==> src/lfpd_pkg.sv <==
// shared widths, register map, reset values and helper functions for the line follower drive
package lfpd_pkg;

  localparam int SAMPLE_W    = 10;
  localparam int IN_TDATA_W  = 56;
  localparam int DRIVE_W     = 16;
  localparam int ERR_W       = 3;
  localparam int OUT_TDATA_W = 40;
  localparam int SUM_W       = 16;
  localparam int D_W         = 4;
  localparam int C_W         = 30;
  localparam int ACC_W       = 32;

  localparam int THR_W  = 10;
  localparam int GAIN_W = 12;
  localparam int BASE_W = 13;

  localparam int ADDR_W     = 5;
  localparam int APB_DATA_W = 32;

  localparam logic [2:0] REG_THRESHOLD = 3'd0;
  localparam logic [2:0] REG_GAIN_P    = 3'd1;
  localparam logic [2:0] REG_GAIN_I    = 3'd2;
  localparam logic [2:0] REG_GAIN_D    = 3'd3;
  localparam logic [2:0] REG_BASE      = 3'd4;

  localparam logic [THR_W-1:0]  THRESHOLD_RST = 10'd400;
  localparam logic [GAIN_W-1:0] GAIN_P_RST    = 12'd438;
  localparam logic [GAIN_W-1:0] GAIN_I_RST    = 12'd0;
  localparam logic [GAIN_W-1:0] GAIN_D_RST    = 12'd384;
  localparam logic [BASE_W-1:0] BASE_RST      = 13'd1664;

  localparam logic signed [ACC_W-1:0] DRIVE_MAX = 32'sd32767;

  localparam logic signed [ERR_W-1:0] ERR_ZERO      = 3'sd0;
  localparam logic signed [ERR_W-1:0] ERR_LEFT_ONE  = 3'sd1;
  localparam logic signed [ERR_W-1:0] ERR_LEFT_TWO  = 3'sd2;
  localparam logic signed [ERR_W-1:0] ERR_RIGHT_ONE = -3'sd1;
  localparam logic signed [ERR_W-1:0] ERR_RIGHT_TWO = -3'sd2;

  // see bits: [4] far left, [3] left, [2] mid, [1] right, [0] far right
  function automatic logic signed [ERR_W-1:0] line_error(
    input logic [4:0]              see,
    input logic signed [ERR_W-1:0] prev
  );
    logic signed [ERR_W-1:0] err;
    err = prev;
    if (!see[3] && !see[1] && see[2]) begin
      err = ERR_ZERO;
    end else begin
      case (see)
        5'b00010: err = ERR_RIGHT_ONE;
        5'b01000: err = ERR_LEFT_ONE;
        5'b00001: err = ERR_RIGHT_TWO;
        5'b10000: err = ERR_LEFT_TWO;
        5'b11100: err = ERR_ZERO;
        default:  err = prev;
      endcase
    end
    return err;
  endfunction

  function automatic logic signed [DRIVE_W-1:0] clamp_drive(
    input logic signed [ACC_W-1:0] v
  );
    logic signed [ACC_W-1:0] r;
    r = v;
    if (v > DRIVE_MAX) begin
      r = DRIVE_MAX;
    end else if (v < -DRIVE_MAX) begin
      r = -DRIVE_MAX;
    end
    return r[DRIVE_W-1:0];
  endfunction

endpackage

==> src/line_follow_pid_drive.sv <==
// five-sensor pid line follower: sensor pipeline, pid math and wheel steering
//
// channel  dir  handshake        payload
// s_*      in   tvalid/tready    tdata: far_left, left, mid, right, far_right samples
// m_*      out  tvalid/tready    tdata: left_drive, right_drive, position_error
// apb      in   psel/penable     five config registers at 4*i, pready tied high
//
// one beat per cycle sustained while m_tready is high; each result passes through these
// registers in order before it is on m_tdata
// (input register, error/integral stage, pid sum stage, output register)
// each stage moves when the next one is empty or moving, so bubbles collapse and
// an input beat is taken while a finished result waits in the output register
// rst clears valids, pid state and config registers to their reset values
module line_follow_pid_drive (
  input  logic                              clk,
  input  logic                              rst,
  input  logic                              s_tvalid,
  output logic                              s_tready,
  // [9:0] far_left_sample, [19:10] left_sample, [29:20] mid_sample,
  // [39:30] right_sample, [49:40] far_right_sample, [55:50] zero
  input  logic [lfpd_pkg::IN_TDATA_W-1:0]   s_tdata,
  output logic                              m_tvalid,
  input  logic                              m_tready,
  // [15:0] left_drive, [31:16] right_drive, [34:32] position_error, [39:35] zero
  output logic [lfpd_pkg::OUT_TDATA_W-1:0]  m_tdata,
  input  logic                              psel,
  input  logic                              penable,
  input  logic                              pwrite,
  input  logic [lfpd_pkg::ADDR_W-1:0]       paddr,
  input  logic [lfpd_pkg::APB_DATA_W-1:0]   pwdata,
  output logic [lfpd_pkg::APB_DATA_W-1:0]   prdata,
  output logic                              pready
);
  import lfpd_pkg::*;

  // config registers
  logic [THR_W-1:0]  line_threshold;
  logic [GAIN_W-1:0] gain_p;
  logic [GAIN_W-1:0] gain_i;
  logic [GAIN_W-1:0] gain_d;
  logic [BASE_W-1:0] base_speed;

  logic       cfg_we;
  logic [2:0] cfg_idx;

  assign pready  = 1'b1;
  assign cfg_we  = psel && penable && pwrite && pready;
  assign cfg_idx = paddr[ADDR_W-1:2];

  always_ff @(posedge clk) begin
    if (rst) begin
      line_threshold <= THRESHOLD_RST;
      gain_p         <= GAIN_P_RST;
      gain_i         <= GAIN_I_RST;
      gain_d         <= GAIN_D_RST;
      base_speed     <= BASE_RST;
    end else if (cfg_we) begin
      case (cfg_idx)
        REG_THRESHOLD: line_threshold <= pwdata[THR_W-1:0];
        REG_GAIN_P:    gain_p         <= pwdata[GAIN_W-1:0];
        REG_GAIN_I:    gain_i         <= pwdata[GAIN_W-1:0];
        REG_GAIN_D:    gain_d         <= pwdata[GAIN_W-1:0];
        REG_BASE:      base_speed     <= pwdata[BASE_W-1:0];
        default: ;
      endcase
    end
  end

  always_comb begin
    case (cfg_idx)
      REG_THRESHOLD: prdata = APB_DATA_W'(line_threshold);
      REG_GAIN_P:    prdata = APB_DATA_W'(gain_p);
      REG_GAIN_I:    prdata = APB_DATA_W'(gain_i);
      REG_GAIN_D:    prdata = APB_DATA_W'(gain_d);
      REG_BASE:      prdata = APB_DATA_W'(base_speed);
      default:       prdata = '0;
    endcase
  end

  // pipeline flow control
  logic in_v, s1_v, s2_v, out_v;
  logic in_rdy, s1_rdy, s2_rdy, out_rdy;

  assign out_rdy  = !out_v || m_tready;
  assign s2_rdy   = !s2_v || out_rdy;
  assign s1_rdy   = !s1_v || s2_rdy;
  assign in_rdy   = !in_v || s1_rdy;
  assign s_tready = in_rdy;
  assign m_tvalid = out_v;

  always_ff @(posedge clk) begin
    if (rst) begin
      in_v  <= 1'b0;
      s1_v  <= 1'b0;
      s2_v  <= 1'b0;
      out_v <= 1'b0;
    end else begin
      if (in_rdy)  in_v  <= s_tvalid;
      if (s1_rdy)  s1_v  <= in_v;
      if (s2_rdy)  s2_v  <= s1_v;
      if (out_rdy) out_v <= s2_v;
    end
  end

  // input register
  logic [SAMPLE_W*5-1:0] in_samples;

  always_ff @(posedge clk) begin
    if (s_tvalid && in_rdy) in_samples <= s_tdata[SAMPLE_W*5-1:0];
  end

  // stage 1: line position, integral and derivative, pid state update
  logic [4:0]              see;
  logic signed [ERR_W-1:0] err_next;
  logic signed [SUM_W:0]   sum_wide;
  logic signed [SUM_W-1:0] sum_next;
  logic signed [D_W-1:0]   d_next;

  logic signed [ERR_W-1:0] prev_error;
  logic signed [SUM_W-1:0] error_sum;
  logic signed [ERR_W-1:0] s1_err;
  logic signed [SUM_W-1:0] s1_sum;
  logic signed [D_W-1:0]   s1_d;

  always_comb begin
    see[4] = in_samples[SAMPLE_W-1:0]            < line_threshold;
    see[3] = in_samples[2*SAMPLE_W-1:SAMPLE_W]   < line_threshold;
    see[2] = in_samples[3*SAMPLE_W-1:2*SAMPLE_W] < line_threshold;
    see[1] = in_samples[4*SAMPLE_W-1:3*SAMPLE_W] < line_threshold;
    see[0] = in_samples[5*SAMPLE_W-1:4*SAMPLE_W] < line_threshold;
    err_next = line_error(see, prev_error);
    sum_wide = (SUM_W+1)'(error_sum) + (SUM_W+1)'(err_next);
    // top two bits disagree on overflow
    if (sum_wide[SUM_W] != sum_wide[SUM_W-1]) begin
      sum_next = sum_wide[SUM_W] ? {1'b1, {(SUM_W-1){1'b0}}} : {1'b0, {(SUM_W-1){1'b1}}};
    end else begin
      sum_next = sum_wide[SUM_W-1:0];
    end
    d_next = D_W'(err_next) - D_W'(prev_error);
  end

  always_ff @(posedge clk) begin
    if (rst) begin
      prev_error <= '0;
      error_sum  <= '0;
    end else if (in_v && s1_rdy) begin
      prev_error <= err_next;
      error_sum  <= sum_next;
    end
  end

  always_ff @(posedge clk) begin
    if (in_v && s1_rdy) begin
      s1_err <= err_next;
      s1_sum <= sum_next;
      s1_d   <= d_next;
    end
  end

  // stage 2: correction c = kp*e + ki*sum + kd*d
  logic signed [C_W-1:0]   kp_ext, ki_ext, kd_ext;
  logic signed [C_W-1:0]   c_next;
  logic signed [C_W-1:0]   s2_c;
  logic signed [ERR_W-1:0] s2_err;

  assign kp_ext = C_W'($signed({1'b0, gain_p}));
  assign ki_ext = C_W'($signed({1'b0, gain_i}));
  assign kd_ext = C_W'($signed({1'b0, gain_d}));
  assign c_next = kp_ext * C_W'(s1_err) + ki_ext * C_W'(s1_sum) + kd_ext * C_W'(s1_d);

  always_ff @(posedge clk) begin
    if (s1_v && s2_rdy) begin
      s2_c   <= c_next;
      s2_err <= s1_err;
    end
  end

  // output stage: steering and drive clamp
  logic signed [ACC_W-1:0]   base_ext;
  logic signed [DRIVE_W-1:0] left_next, right_next;
  logic signed [DRIVE_W-1:0] out_left, out_right;
  logic signed [ERR_W-1:0]   out_err;

  assign base_ext = ACC_W'($signed({1'b0, base_speed}));

  always_comb begin
    if (s2_c > 0) begin
      left_next  = clamp_drive(base_ext + ACC_W'(s2_c));
      right_next = '0;
    end else if (s2_c < 0) begin
      left_next  = '0;
      right_next = clamp_drive(base_ext - ACC_W'(s2_c));
    end else begin
      left_next  = clamp_drive(base_ext);
      right_next = clamp_drive(base_ext);
    end
  end

  always_ff @(posedge clk) begin
    if (s2_v && out_rdy) begin
      out_left  <= left_next;
      out_right <= right_next;
      out_err   <= s2_err;
    end
  end

  assign m_tdata = {5'b0, out_err, out_right, out_left};

  // checks
  a_err_range: assert property (@(posedge clk) disable iff (rst)
    m_tvalid |-> (out_err >= ERR_RIGHT_TWO && out_err <= ERR_LEFT_TWO))
    else $error("position error out of range");

  a_one_side: assert property (@(posedge clk) disable iff (rst)
    m_tvalid |-> (out_left == 0 || out_right == 0 || out_left == out_right))
    else $error("both wheel pairs driven with different speeds");

  a_drive_sat: assert property (@(posedge clk) disable iff (rst)
    m_tvalid |-> (out_left != 16'sh8000 && out_right != 16'sh8000))
    else $error("drive clamp missed negative full scale");

  a_empty_ready: assert property (@(posedge clk) disable iff (rst)
    !in_v |-> s_tready)
    else $error("input stalled with empty input register");

  a_state_track: assert property (@(posedge clk) disable iff (rst)
    (in_v && s1_rdy) |=> (prev_error == s1_err && error_sum == s1_sum))
    else $error("pid state and stage one disagree");

endmodule

==> config.mk <==
export PLATFORM = sky130hd
export DESIGN_NAME = line_follow_pid_drive
export DESIGN_NICKNAME = d
export VERILOG_FILES = /design/src/lfpd_pkg.sv /design/src/line_follow_pid_drive.sv
export SDC_FILE = /design/constraint.sdc
export NUM_CORES = 1
export LEC_CHECK = 0
export BUFFER_PORTS_ARGS = -buffer_cell sky130_fd_sc_hd__buf_2
export CAP_MARGIN = 10
export CELL_PAD_IN_SITES_DETAIL_PLACEMENT = 0
export CELL_PAD_IN_SITES_GLOBAL_PLACEMENT = 1
export CORE_ASPECT_RATIO = 0.75
export CORE_MARGIN = 1.5
export CORE_UTILIZATION = 30
export CTS_CLUSTER_SIZE = 20
export DETAILED_ROUTE_END_ITERATION = 10
export GPL_TIMING_DRIVEN = 0
export PLACE_DENSITY = 0.66
export SKIP_CTS_REPAIR_TIMING = 1
export SLEW_MARGIN = 40
export SYNTH_ARGS = -nofsm -noshare
export SYNTH_HDL_FRONTEND = slang
export SYNTH_SLANG_ARGS = --single-unit
export TNS_END_PERCENT = 10
==> constraint.sdc <==
create_clock -name clk -period 8.8 [get_ports clk]
set_input_delay 1.76 -clock clk [delete_from_list [all_inputs] [get_ports clk]]
set_output_delay 1.76 -clock clk [all_outputs]
set_load 0.01 [all_outputs]
==> impl_metrics.env, run 1 <==
export IMPL_power_total_mw=4.02
export IMPL_ys_ff_latch=223
export IMPL_stdcell_area_um2=26200
export IMPL_critPathArrivalTime_ns=8.62
export IMPL_design_core_area_um2=77000
export IMPL_hold_worst_slack_ns=0.427
export IMPL_cts_buffer_depth=3
export IMPL_syn_instance_count=2424
export IMPL_r2r_start="s1_err[2]$_DFFE_PP_"
export IMPL_r2r_setup_slack_ns=0.48
export IMPL_ant_nets=0
export IMPL_cellLeakagePower_nw=12.0
export IMPL_drt_total_wl_mm=65.8
export IMPL_layout_drive_gt1_share=0.0882
export IMPL_cts_tree="yes"
export IMPL_cp_data_required_time_ns=9.09
export IMPL_synth_cell_types=79
export IMPL_synth_main_ff_cell="edfxtp_1"
export IMPL_dp_hpwl_mm=54.7
export IMPL_clock_latency_ns=0.58
export IMPL_ys_top_cells_by_area="fa_1, edfxtp_1, ha_1"
export IMPL_num_fill_cells=7898
export IMPL_slew_headroom=0.415
export IMPL_htree_levels=1
export IMPL_fin_crit_sh=0.946
export IMPL_hold_depth=0
export IMPL_worst_slack_ns=0.476
export IMPL_yosys_warnings=0
export IMPL_grt_overflow_total=0
export IMPL_hold_path_endpoint="out_err[2]$_DFFE_PP_"
export IMPL_worstMarginPinSlew_ns=0.855
export IMPL_synth_avg_cell_area_um2=9.63
export IMPL_io_pins=175
export IMPL_min_delay_start="s2_err[2]$_DFFE_PP_"
export IMPL_grt_pass1_wl_mm=102
export IMPL_grt_pass1_vias=17499
export IMPL_yosysMostFrequentCell="inv_1"
export IMPL_r2r_end="s2_c[28]$_DFFE_PP_"
export IMPL_cp_end_kind="flop"
export IMPL_synthesis_area_um2=23300
export IMPL_status="finished clean"
export IMPL_setup_viol_count_final=0
export IMPL_drt_iter0_markers=1122
export IMPL_grt_antenna_before_repair=0
export IMPL_place_ws_ns=0.282
export IMPL_hp_class="flop to flop"
export IMPL_p_per_area_nw_per_um2=153
export IMPL_place_gp_congestion=0.914
export IMPL_clock_skew_ns=0.0347
export IMPL_synthArstFlopShare=0
export IMPL_cts_buffers=25
export IMPL_slew_violations=0
export IMPL_fp_dieArea_um2=79500
export IMPL_maxCapViolCount=0
export IMPL_peakVddDrop_uv=166
export IMPL_placed_cell_area_um2=25400
export IMPL_cts_sinks=223
export IMPL_dr_pass1_iters=5
export IMPL_worst_setup_path_start_kind="flop"
export IMPL_setup_worst_path_class="flop to flop"
export IMPL_ff2ff_path_depth=23
export IMPL_final_setup_tns_ns=0
export IMPL_via_per_inst=4.74
export IMPL_synthToLayoutAreaGrowth_pct=12.3
export IMPL_synth_top_cell_area_share=0.252
export IMPL_hold_viol_final=0
export IMPL_avgRoutedWirePerCell_um=18.0
export IMPL_start_util=0.303
export IMPL_die_width_um=325
export IMPL_nets=3193
export IMPL_fin_cells=3655
export IMPL_yosys_area_top_type="fa_1"
export IMPL_track_usage=0.164
export IMPL_rsz0062_at_grt="false"
export IMPL_drc=0
export IMPL_die_h_um=245
export IMPL_synth_edff_count=141
export IMPL_io_buffers=120
export IMPL_max_freq_mhz=120
export IMPL_num_rows=88
export IMPL_synthTopCellsByCount="inv_1, fa_1, nand2_1, ha_1, and2_1"
export IMPL_vias=17310
export IMPL_root_buffer="clkbuf_16"
export IMPL_clkSlewWorstSetupHoldPaths_ns=0.06
export IMPL_final_core_util=0.341
export IMPL_place_inst=3609
export IMPL_crit_fanout=13
export IMPL_grt_max_degree=49
export IMPL_ys_seq_area_frac=0.252
export IMPL_period_needed_ns=8.32
==> worst max-delay path by stage <==
| stage | startpoint | endpoint | slack (ns) |
|---|---|---|---|
| after detailed placement | s1_err[2]$_DFFE_PP_ | s2_c[28]$_DFFE_PP_ | 0.28 |
| after global placement | s1_err[2]$_DFFE_PP_ | s2_c[28]$_DFFE_PP_ | 0.26 |
| final | s1_err[2]$_DFFE_PP_ | s2_c[28]$_DFFE_PP_ | 0.48 |
| after CTS | s1_err[2]$_DFFE_PP_ | s2_c[28]$_DFFE_PP_ | 0.23 |
| after floorplan | s1_err[2]$_DFFE_PP_ | s2_c[28]$_DFFE_PP_ | 1.60 |
| after global routing | s1_err[2]$_DFFE_PP_ | s2_c[28]$_DFFE_PP_ | 0.07 |
==> cell type report <==
type	instances	area (µm²)	area share
Multi-Input combinational cell	1705	15500	0.592
Sequential cell	223	5880	0.224
Antenna cell	1	2.50	0.0000954
Inverter	395	1480	0.0566
Timing Repair Buffer	125	671	0.0256
Clock inverter	16	123	0.00467
Tap cell	1035	1290	0.0494
Buffer	125	584	0.0223
Clock buffer	30	658	0.0251
==> routing by layer <==
metal	routed length, µm	track usage	share of wire
met1	33200	0.247	0.50
met2	27000	0.241	0.41
met3	4730	0.0370	0.072
met4	898	0.0227	0.014
met5	0	0	0
==> sequential cells by signal, indices dropped and copies added, names as in the netlist, 3 cells and up <==
| signal | count |
|---|---|
| in_samples | 50 |
| s2_c | 30 |
| error_sum | 16 |
| out_left | 16 |
| out_right | 16 |
| s1_sum | 16 |
| base_speed | 13 |
| gain_d | 12 |
| gain_i | 12 |
| gain_p | 12 |
| line_threshold | 10 |
| s1_d | 4 |
| out_err | 3 |
| prev_error | 3 |
| s1_err | 3 |
| s2_err | 3 |
==> report_power, final <==
| group | internal, mW | total, mW | leakage, nW | switching (mW) |
|---|---|---|---|---|
| Combinational | 0.680 | 1.67 | 9.57 | 0.987 |
| Sequential | 1.26 | 1.32 | 2.00 | 0.0639 |
| Clock | 0.568 | 1.03 | 0.386 | 0.466 |
| Total | 2.51 | 4.02 | 12.0 | 1.52 |
==> layout by cell type, fill, tap and decap left out, types with 14 or more instances in the layout <==
| cell | n |
|---|---|
| nor2b_1 | 16 |
| clkbuf_1 | 90 |
| nand2b_1 | 28 |
| dfxtp_1 | 82 |
| nor2_1 | 127 |
| ha_1 | 199 |
| nor3_1 | 35 |
| and2_1 | 151 |
| buf_4 | 25 |
| a21oi_1 | 116 |
| a21o_1 | 28 |
| o211ai_1 | 15 |
| xor2_1 | 21 |
| o21ai_0 | 51 |
| xnor2_1 | 53 |
| or3_1 | 14 |
| edfxtp_1 | 141 |
| fa_1 | 294 |
| o21a_1 | 17 |
| buf_2 | 126 |
| clkbuf_16 | 25 |
| nand3_1 | 43 |
| mux2i_1 | 47 |
| inv_1 | 392 |
| conb_1 | 27 |
| nand2_1 | 226 |
| o22ai_1 | 15 |
==> cells by family (layout without fill, tap and decap cells) <==
| family | count (synthesis) | in the layout | share of synthesized area |
|---|---|---|---|
| buf+inv | 521 | 691 | 0.0887 |
| flops | 223 | 223 | 0.252 |
| fa+ha+maj | 493 | 493 | 0.359 |
| other cells | 2 | 28 | 0.000322 |
| xor+xnor | 74 | 74 | 0.0278 |
| mux | 51 | 51 | 0.0220 |
| simple gates | 697 | 697 | 0.147 |
| compound gates | 363 | 363 | 0.104 |
==> critical path: stages, from the launching register on <==
cell,delay [ns]
edfxtp_1,0.68
inv_1,0.45
nor2_1,0.22
fa_1,0.47
fa_1,0.52
inv_1,0.06
fa_1,0.54
inv_1,0.06
fa_1,0.53
fa_1,0.45
fa_1,0.63
inv_1,0.09
fa_1,0.54
inv_1,0.04
ha_1,0.33
a211o_1,0.32
or2_2,0.27
o221ai_1,0.40
o31a_1,0.24
o21ai_0,0.18
a221oi_1,0.48
o311ai_0,0.24
a21oi_1,0.21
xnor2_1,0.10
Power figures use the tool's default switching activity.
==> run 2, diff against run 1 <==
CORE_MARGIN = 10   (was 1.5)
==> run 2 against run 1 <==
  * Sequential power hardly changed
  * Power is 1.3% higher
  * Via count hardly changed
  * Wire length is 1.4% higher
==> impl_metrics.env, run 2 (synthesis results as in run 1) <==
export IMPL_status="finished clean"
export IMPL_layout_drive_gt1_share=0.0867
export IMPL_max_freq_mhz=120
export IMPL_num_fill_cells=7920
export IMPL_met1Wirelength_mm=33.1
export IMPL_via_per_inst=4.73
export IMPL_die_h_um=262
export IMPL_vias=17297
export IMPL_regMostFlops="in_samples"
export IMPL_maxCapViolCount=0
export IMPL_clkPwrFrac=0.267
export IMPL_insertedDiodeCount=0
export IMPL_htree_levels=1
export IMPL_place_gp_congestion=0.897
export IMPL_start_util=0.303
export IMPL_final_core_util=0.341
export IMPL_worst_setup_path_start_kind="flop"
export IMPL_multiInputGateArea_um2=15500
export IMPL_drt_total_wl_mm=66.7
export IMPL_final_setup_tns_ns=0
export IMPL_io_pins=175
export IMPL_fp_dieArea_um2=89500
export IMPL_combinationalPowerShare=0.409
export IMPL_hold_viol_final=0
export IMPL_grt_max_degree=41
export IMPL_die_width_um=342
export IMPL_root_buffer="clkbuf_16"
export IMPL_cp_data_required_time_ns=9.09
export IMPL_final_cell_mix="inv_1, fa_1, nand2_1"
export IMPL_peakVddDrop_uv=144
export IMPL_r2r_end="s2_c[28]$_DFFE_PP_"
export IMPL_r2r_setup_slack_ns=0.44
export IMPL_layout_commonest_cell="inv_1"
export IMPL_cp_end_kind="flop"
export IMPL_drt_iter0_markers=1260
export IMPL_clkSlewWorstSetupHoldPaths_ns=0.06
export IMPL_r2r_start="s1_err[2]$_DFFE_PP_"
export IMPL_clock_skew_ns=0.0153
export IMPL_grt_pass1_vias=17566
export IMPL_register_area_um2=5880
export IMPL_grt_overflow_total=0
export IMPL_worstMarginPinSlew_ns=0.789
export IMPL_p_sw_frac=0.366
export IMPL_cellLeakagePower_nw=12.0
export IMPL_grt_antenna_before_repair=0
export IMPL_slew_violations=0
export IMPL_wl_met2_mm=27.8
export IMPL_grt_pass1_wl_mm=104
export IMPL_crit_fanout=13
export IMPL_highest_layer="met4"
export IMPL_design_core_area_um2=77100
export IMPL_power_frac_seq=0.324
export IMPL_cts_tree="yes"
export IMPL_avgRoutedWirePerCell_um=18.3
export IMPL_setup_worst_path_class="flop to flop"
export IMPL_period_needed_ns=8.36
export IMPL_slew_headroom=0.459
export IMPL_fin_crit_sh=0.950
export IMPL_hp_class="flop to flop"
export IMPL_num_rows=88
export IMPL_cts_buffer_depth=3
export IMPL_critPathArrivalTime_ns=8.65
export IMPL_ant_nets=0
export IMPL_ff2ff_path_depth=23
export IMPL_reg_top3="in_samples x50, s2_c x30"
export IMPL_setup_viol_count_final=0
export IMPL_nets=3193
export IMPL_min_delay_start="s2_err[2]$_DFFE_PP_"
export IMPL_hold_depth=0
export IMPL_hold_worst_slack_ns=0.417
export IMPL_dp_hpwl_mm=55.8
export IMPL_drc=0
export IMPL_synthToLayoutAreaGrowth_pct=12.5
export IMPL_internal_power_mw=2.58
export IMPL_clock_latency_ns=0.55
export IMPL_largest_reg_flops=50
export IMPL_rsz0062_at_grt="false"
export IMPL_cts_sinks=223
export IMPL_p_per_area_nw_per_um2=155
export IMPL_hold_path_endpoint="out_err[2]$_DFFE_PP_"
export IMPL_track_usage=0.146
export IMPL_cts_buffers=25
export IMPL_wl_met3_mm=5.12
export IMPL_io_buffers=120
export IMPL_p_sw_mw=1.49
export IMPL_dr_pass1_iters=5
-- run 2: cell types whose count changed in the layout (fill, tap and decap cells not counted) --
cell and delta:
clkbuf_8 -1, mux2i_1 +1, clkinvlp_4 -1, clkinvlp_2 -1, mux2i_2 -1, clkinv_1 -2, clkbuf_4 -1, clkbuf_1 +5
inv_4 -1, bufinv_16 +3, inv_8 -1, diode_2 -1
-- run 2: metrics by stage --
| stage | cells | setup slack (ns) | area [µm²] | power [mW] |
|---|---|---|---|---|
| 2_1_floorplan | 2449 | 1.60 | 23400 | 2.56 |
| 3_3_place_gp | 3604 | 0.232 | 25300 | 2.99 |
| 3_5_place_dp | 3609 | 0.257 | 25400 | 3.00 |
| 4_1_cts | 3655 | 0.177 | 26300 | 4.12 |
| 5_1_grt | 3654 | 0.0557 | 26300 | 4.40 |
| 6_report | 3654 | 0.440 | 26300 | 4.08 |
-- run 2: how the worst max path moves through the flow --
stage                          to                   start  slack (ns)
6_report       s2_c[28]$_DFFE_PP_     s1_err[2]$_DFFE_PP_        0.44
5_1_grt        s2_c[29]$_DFFE_PP_  gain_i[6]$_SDFFE_PP0P_        0.06
4_1_cts        s2_c[28]$_DFFE_PP_     s1_err[2]$_DFFE_PP_        0.18
3_5_place_dp   s2_c[28]$_DFFE_PP_     s1_err[2]$_DFFE_PP_        0.26
3_3_place_gp   s2_c[28]$_DFFE_PP_     s1_err[2]$_DFFE_PP_        0.23
2_1_floorplan  s2_c[28]$_DFFE_PP_     s1_err[2]$_DFFE_PP_        1.60
-- run 2: cell type report --
type,instances,share of cell area
buffer,125,0.0222
clock buffer,33,0.0250
clock inverter,13,0.00667
inverter,395,0.0565
multi-input combinational,1705,0.591
sequential,223,0.224
tap,1035,0.0493
timing repair buffer,125,0.0255
-- run 2: routing by layer --
metal | vias up | track usage
met1 | 8506 | 0.224
li1 | 8239 | -
met2 | 496 | 0.214
met5 | - | 0
met3 | 56 | 0.0277
met4 | 0 | 0.0159
-- run 2: power by group through the flow --
| stage | combinational (mW) | clock [mW] | sequential [mW] |
|---|---|---|---|
| after global placement | 1.64 | 0 | 1.34 |
| after global routing | 1.91 | 1.16 | 1.33 |
| after detailed placement | 1.66 | 0 | 1.34 |
| final | 1.67 | 1.09 | 1.32 |
| after CTS | 1.68 | 1.12 | 1.32 |
| after floorplan | 1.24 | 0 | 1.31 |
-- run 2: worst max-delay path: stages, from the launching register on --
cell and delay (ns):
edfxtp_1 0.66, inv_1 0.46, nor2_1 0.23, fa_1 0.47
fa_1 0.52, inv_1 0.06, fa_1 0.54, inv_1 0.06
fa_1 0.52, fa_1 0.44, fa_1 0.65, inv_1 0.10
fa_1 0.56, inv_1 0.05, ha_1 0.34, a211o_1 0.32
or2_2 0.27, o221ai_1 0.39, o31a_1 0.23, o21ai_0 0.18
a221oi_1 0.52, o311ai_0 0.23, a21oi_1 0.21, xnor2_1 0.08
==> run 3, diff against run 2 <==
CORE_MARGIN = 4   (was 10)
PLACE_DENSITY = unset   (was 0.66)
PLACE_DENSITY_LB_ADDON = 0.3   (was unset)
REMOVE_ABC_BUFFERS = 1   (was unset)
==> run 3 against run 2 <==
  * Global-route usage rose by 0.52 points
  * Worst setup slack improved by 0.26 ns
  * Register-to-register slack improved by 0.26 ns
  * Clock skew rose by 0.015 ns
  * Hold slack improved by 0.011 ns
  * First-iteration DRC count is 21% lower
  * Clock power grew 4%
  * Via count shrank 3.9%
  * Sequential cell count unchanged
  * Sequential power grew 5%
  * Non-clock buffer count fell by 113
  * Final area shrank 1.4%
  * Critical path type unchanged
==> impl_metrics.env, run 3 (synthesis results as in run 1) <==
export IMPL_worstMarginPinSlew_ns=0.814
export IMPL_cellLeakagePower_nw=11.8
export IMPL_cp_common_cell="fa_1"
export IMPL_reg_top3="in_samples x50, s2_c x30"
export IMPL_r2r_start="s1_err[2]$_DFFE_PP_"
export IMPL_p_per_area_nw_per_um2=157
export IMPL_layout_commonest_cell="inv_1"
export IMPL_drc=0
export IMPL_hold_path_endpoint="out_err[1]$_DFFE_PP_"
export IMPL_crit_slowest_cell="inv_1"
export IMPL_final_setup_tns_ns=0
export IMPL_die_h_um=250
export IMPL_peakVddDrop_uv=134
export IMPL_min_delay_start="s2_err[1]$_DFFE_PP_"
export IMPL_register_area_um2=5880
export IMPL_htree_levels=1
export IMPL_layout_drive_gt1_share=0.0877
export IMPL_num_fill_cells=7819
export IMPL_nets=3081
export IMPL_max_stage_delay_ns=0.62
export IMPL_track_usage=0.151
export IMPL_slew_violations=0
export IMPL_clock_skew_ns=0.0299
export IMPL_grt_max_degree=54
export IMPL_cts_tree="yes"
export IMPL_period_needed_ns=8.10
export IMPL_fp_dieArea_um2=82400
export IMPL_fin_crit_sh=0.921
export IMPL_max_freq_mhz=123
export IMPL_cp_data_required_time_ns=9.12
export IMPL_largest_reg_flops=50
export IMPL_place_gp_congestion=0.850
export IMPL_synthToLayoutAreaGrowth_pct=10.9
export IMPL_critPathArrivalTime_ns=8.43
export IMPL_cp_startpoint="s1_err[2]$_DFFE_PP_"
export IMPL_r2r_end="s2_c[28]$_DFFE_PP_"
export IMPL_clkSlewWorstSetupHoldPaths_ns=0.06
export IMPL_rsz0062_at_grt="false"
export IMPL_setup_worst_path_class="flop to flop"
export IMPL_start_util=0.303
export IMPL_final_cell_mix="inv_1, fa_1, nand2_1"
export IMPL_num_rows=88
export IMPL_hold_viol_final=0
export IMPL_slew_headroom=0.456
export IMPL_cts_buffers=26
export IMPL_cts_sinks=223
export IMPL_clock_latency_ns=0.59
export IMPL_crit_chain="inv_1, nor2_1, fa_1, fa_1, inv_1, fa_1, inv_1, fa_1, fa_1, fa_1, inv_1, fa_1, inv_1, ha_1, or2_2, or2_2, o221ai_1, o31a_1, o21ai_0, a221oi_1, o311ai_0, a21oi_1, xnor2_1"
export IMPL_status="finished clean"
export IMPL_drt_iter0_markers=998
export IMPL_grt_antenna_before_repair=0
export IMPL_cp_end_kind="flop"
export IMPL_design_core_area_um2=77000
export IMPL_grt_overflow_total=0
export IMPL_r2r_setup_slack_ns=0.70
export IMPL_maxCapViolCount=0
export IMPL_ff2ff_path_depth=23
export IMPL_root_buffer="clkbuf_16"
export IMPL_hp_class="flop to flop"
export IMPL_die_width_um=330
export IMPL_multiInputGateArea_um2=15600
export IMPL_avgRoutedWirePerCell_um=17.6
export IMPL_ant_nets=0
export IMPL_io_buffers=122
export IMPL_grt_pass1_wl_mm=99.3
export IMPL_insertedDiodeCount=0
export IMPL_hold_depth=0
export IMPL_regMostFlops="in_samples"
export IMPL_crit_fanout=13
export IMPL_cts_buffer_depth=3
export IMPL_grt_pass1_vias=17362
export IMPL_via_per_inst=4.69
export IMPL_worst_setup_path_start_kind="flop"
export IMPL_drt_total_wl_mm=62.2
export IMPL_vias=16616
export IMPL_power_total_mw=4.07
export IMPL_dp_hpwl_mm=50.1
export IMPL_io_pins=175
export IMPL_setup_viol_count_final=0
export IMPL_dr_pass1_iters=5
## run 3: critical path, delay by kind of cell (launching register included)
family / cells / cell delay [ns]
AO/OA/AOI/OAI: 6 / 1.74
XOR/XNOR: 1 / 0.08
adder cells (fa/ha/maj): 8 / 3.88
buffers and inverters: 5 / 0.84
flip-flops: 1 / 0.58
AND/OR/NAND/NOR: 3 / 0.74
## run 3: layout make-up
class	instances	area share
Inverter	395	0.0573
Clock buffer	30	0.0261
Multi-Input combinational cell	1705	0.602
Tap cell	1035	0.0500
Sequential cell	223	0.227
Clock inverter	18	0.00705
Timing Repair Buffer	137	0.0303
## run 3: where the power goes
| group | switching, mW | total (mW) | leakage, nW | internal, mW |
|---|---|---|---|---|
| Combinational | 0.892 | 1.55 | 9.38 | 0.660 |
| Sequential | 0.131 | 1.39 | 2.00 | 1.26 |
| Clock | 0.490 | 1.13 | 0.417 | 0.640 |
| Total | 1.51 | 4.07 | 11.8 | 2.56 |
## run 3: how the worst max path moves through the flow
stage                          to  slack [ns]  cells past startpoint
2_1_floorplan  s2_c[28]$_DFFE_PP_        1.75                     23
3_3_place_gp   s2_c[28]$_DFFE_PP_        0.60                     25
3_5_place_dp   s2_c[28]$_DFFE_PP_        0.63                     23
4_1_cts        s2_c[28]$_DFFE_PP_        0.62                     23
5_1_grt        s2_c[28]$_DFFE_PP_        0.15                     25
6_report       s2_c[28]$_DFFE_PP_        0.70                     23
## run 3: per-layer routing
metal | vias to the layer above | part of all wire | global-route usage
li1 | 8020 | - | -
met5 | - | 0 | 0
met3 | 58 | 0.061 | 0.0341
met1 | 8191 | 0.51 | 0.232
met4 | 0 | 0.015 | 0.0233
met2 | 347 | 0.41 | 0.219
## run 3: metrics by stage
step	instance area [µm²]	hold slack, ns	instances	util	worst slack [ns]
2_1_floorplan	22900	0.400	2323	-	1.75
3_3_place_gp	24800	0.409	3480	0.322	0.604
3_5_place_dp	25000	0.420	3494	0.325	0.632
4_1_cts	25900	0.435	3542	0.336	0.617
5_1_grt	25900	0.450	3543	0.337	0.152
6_report	25900	0.428	3543	0.337	0.696
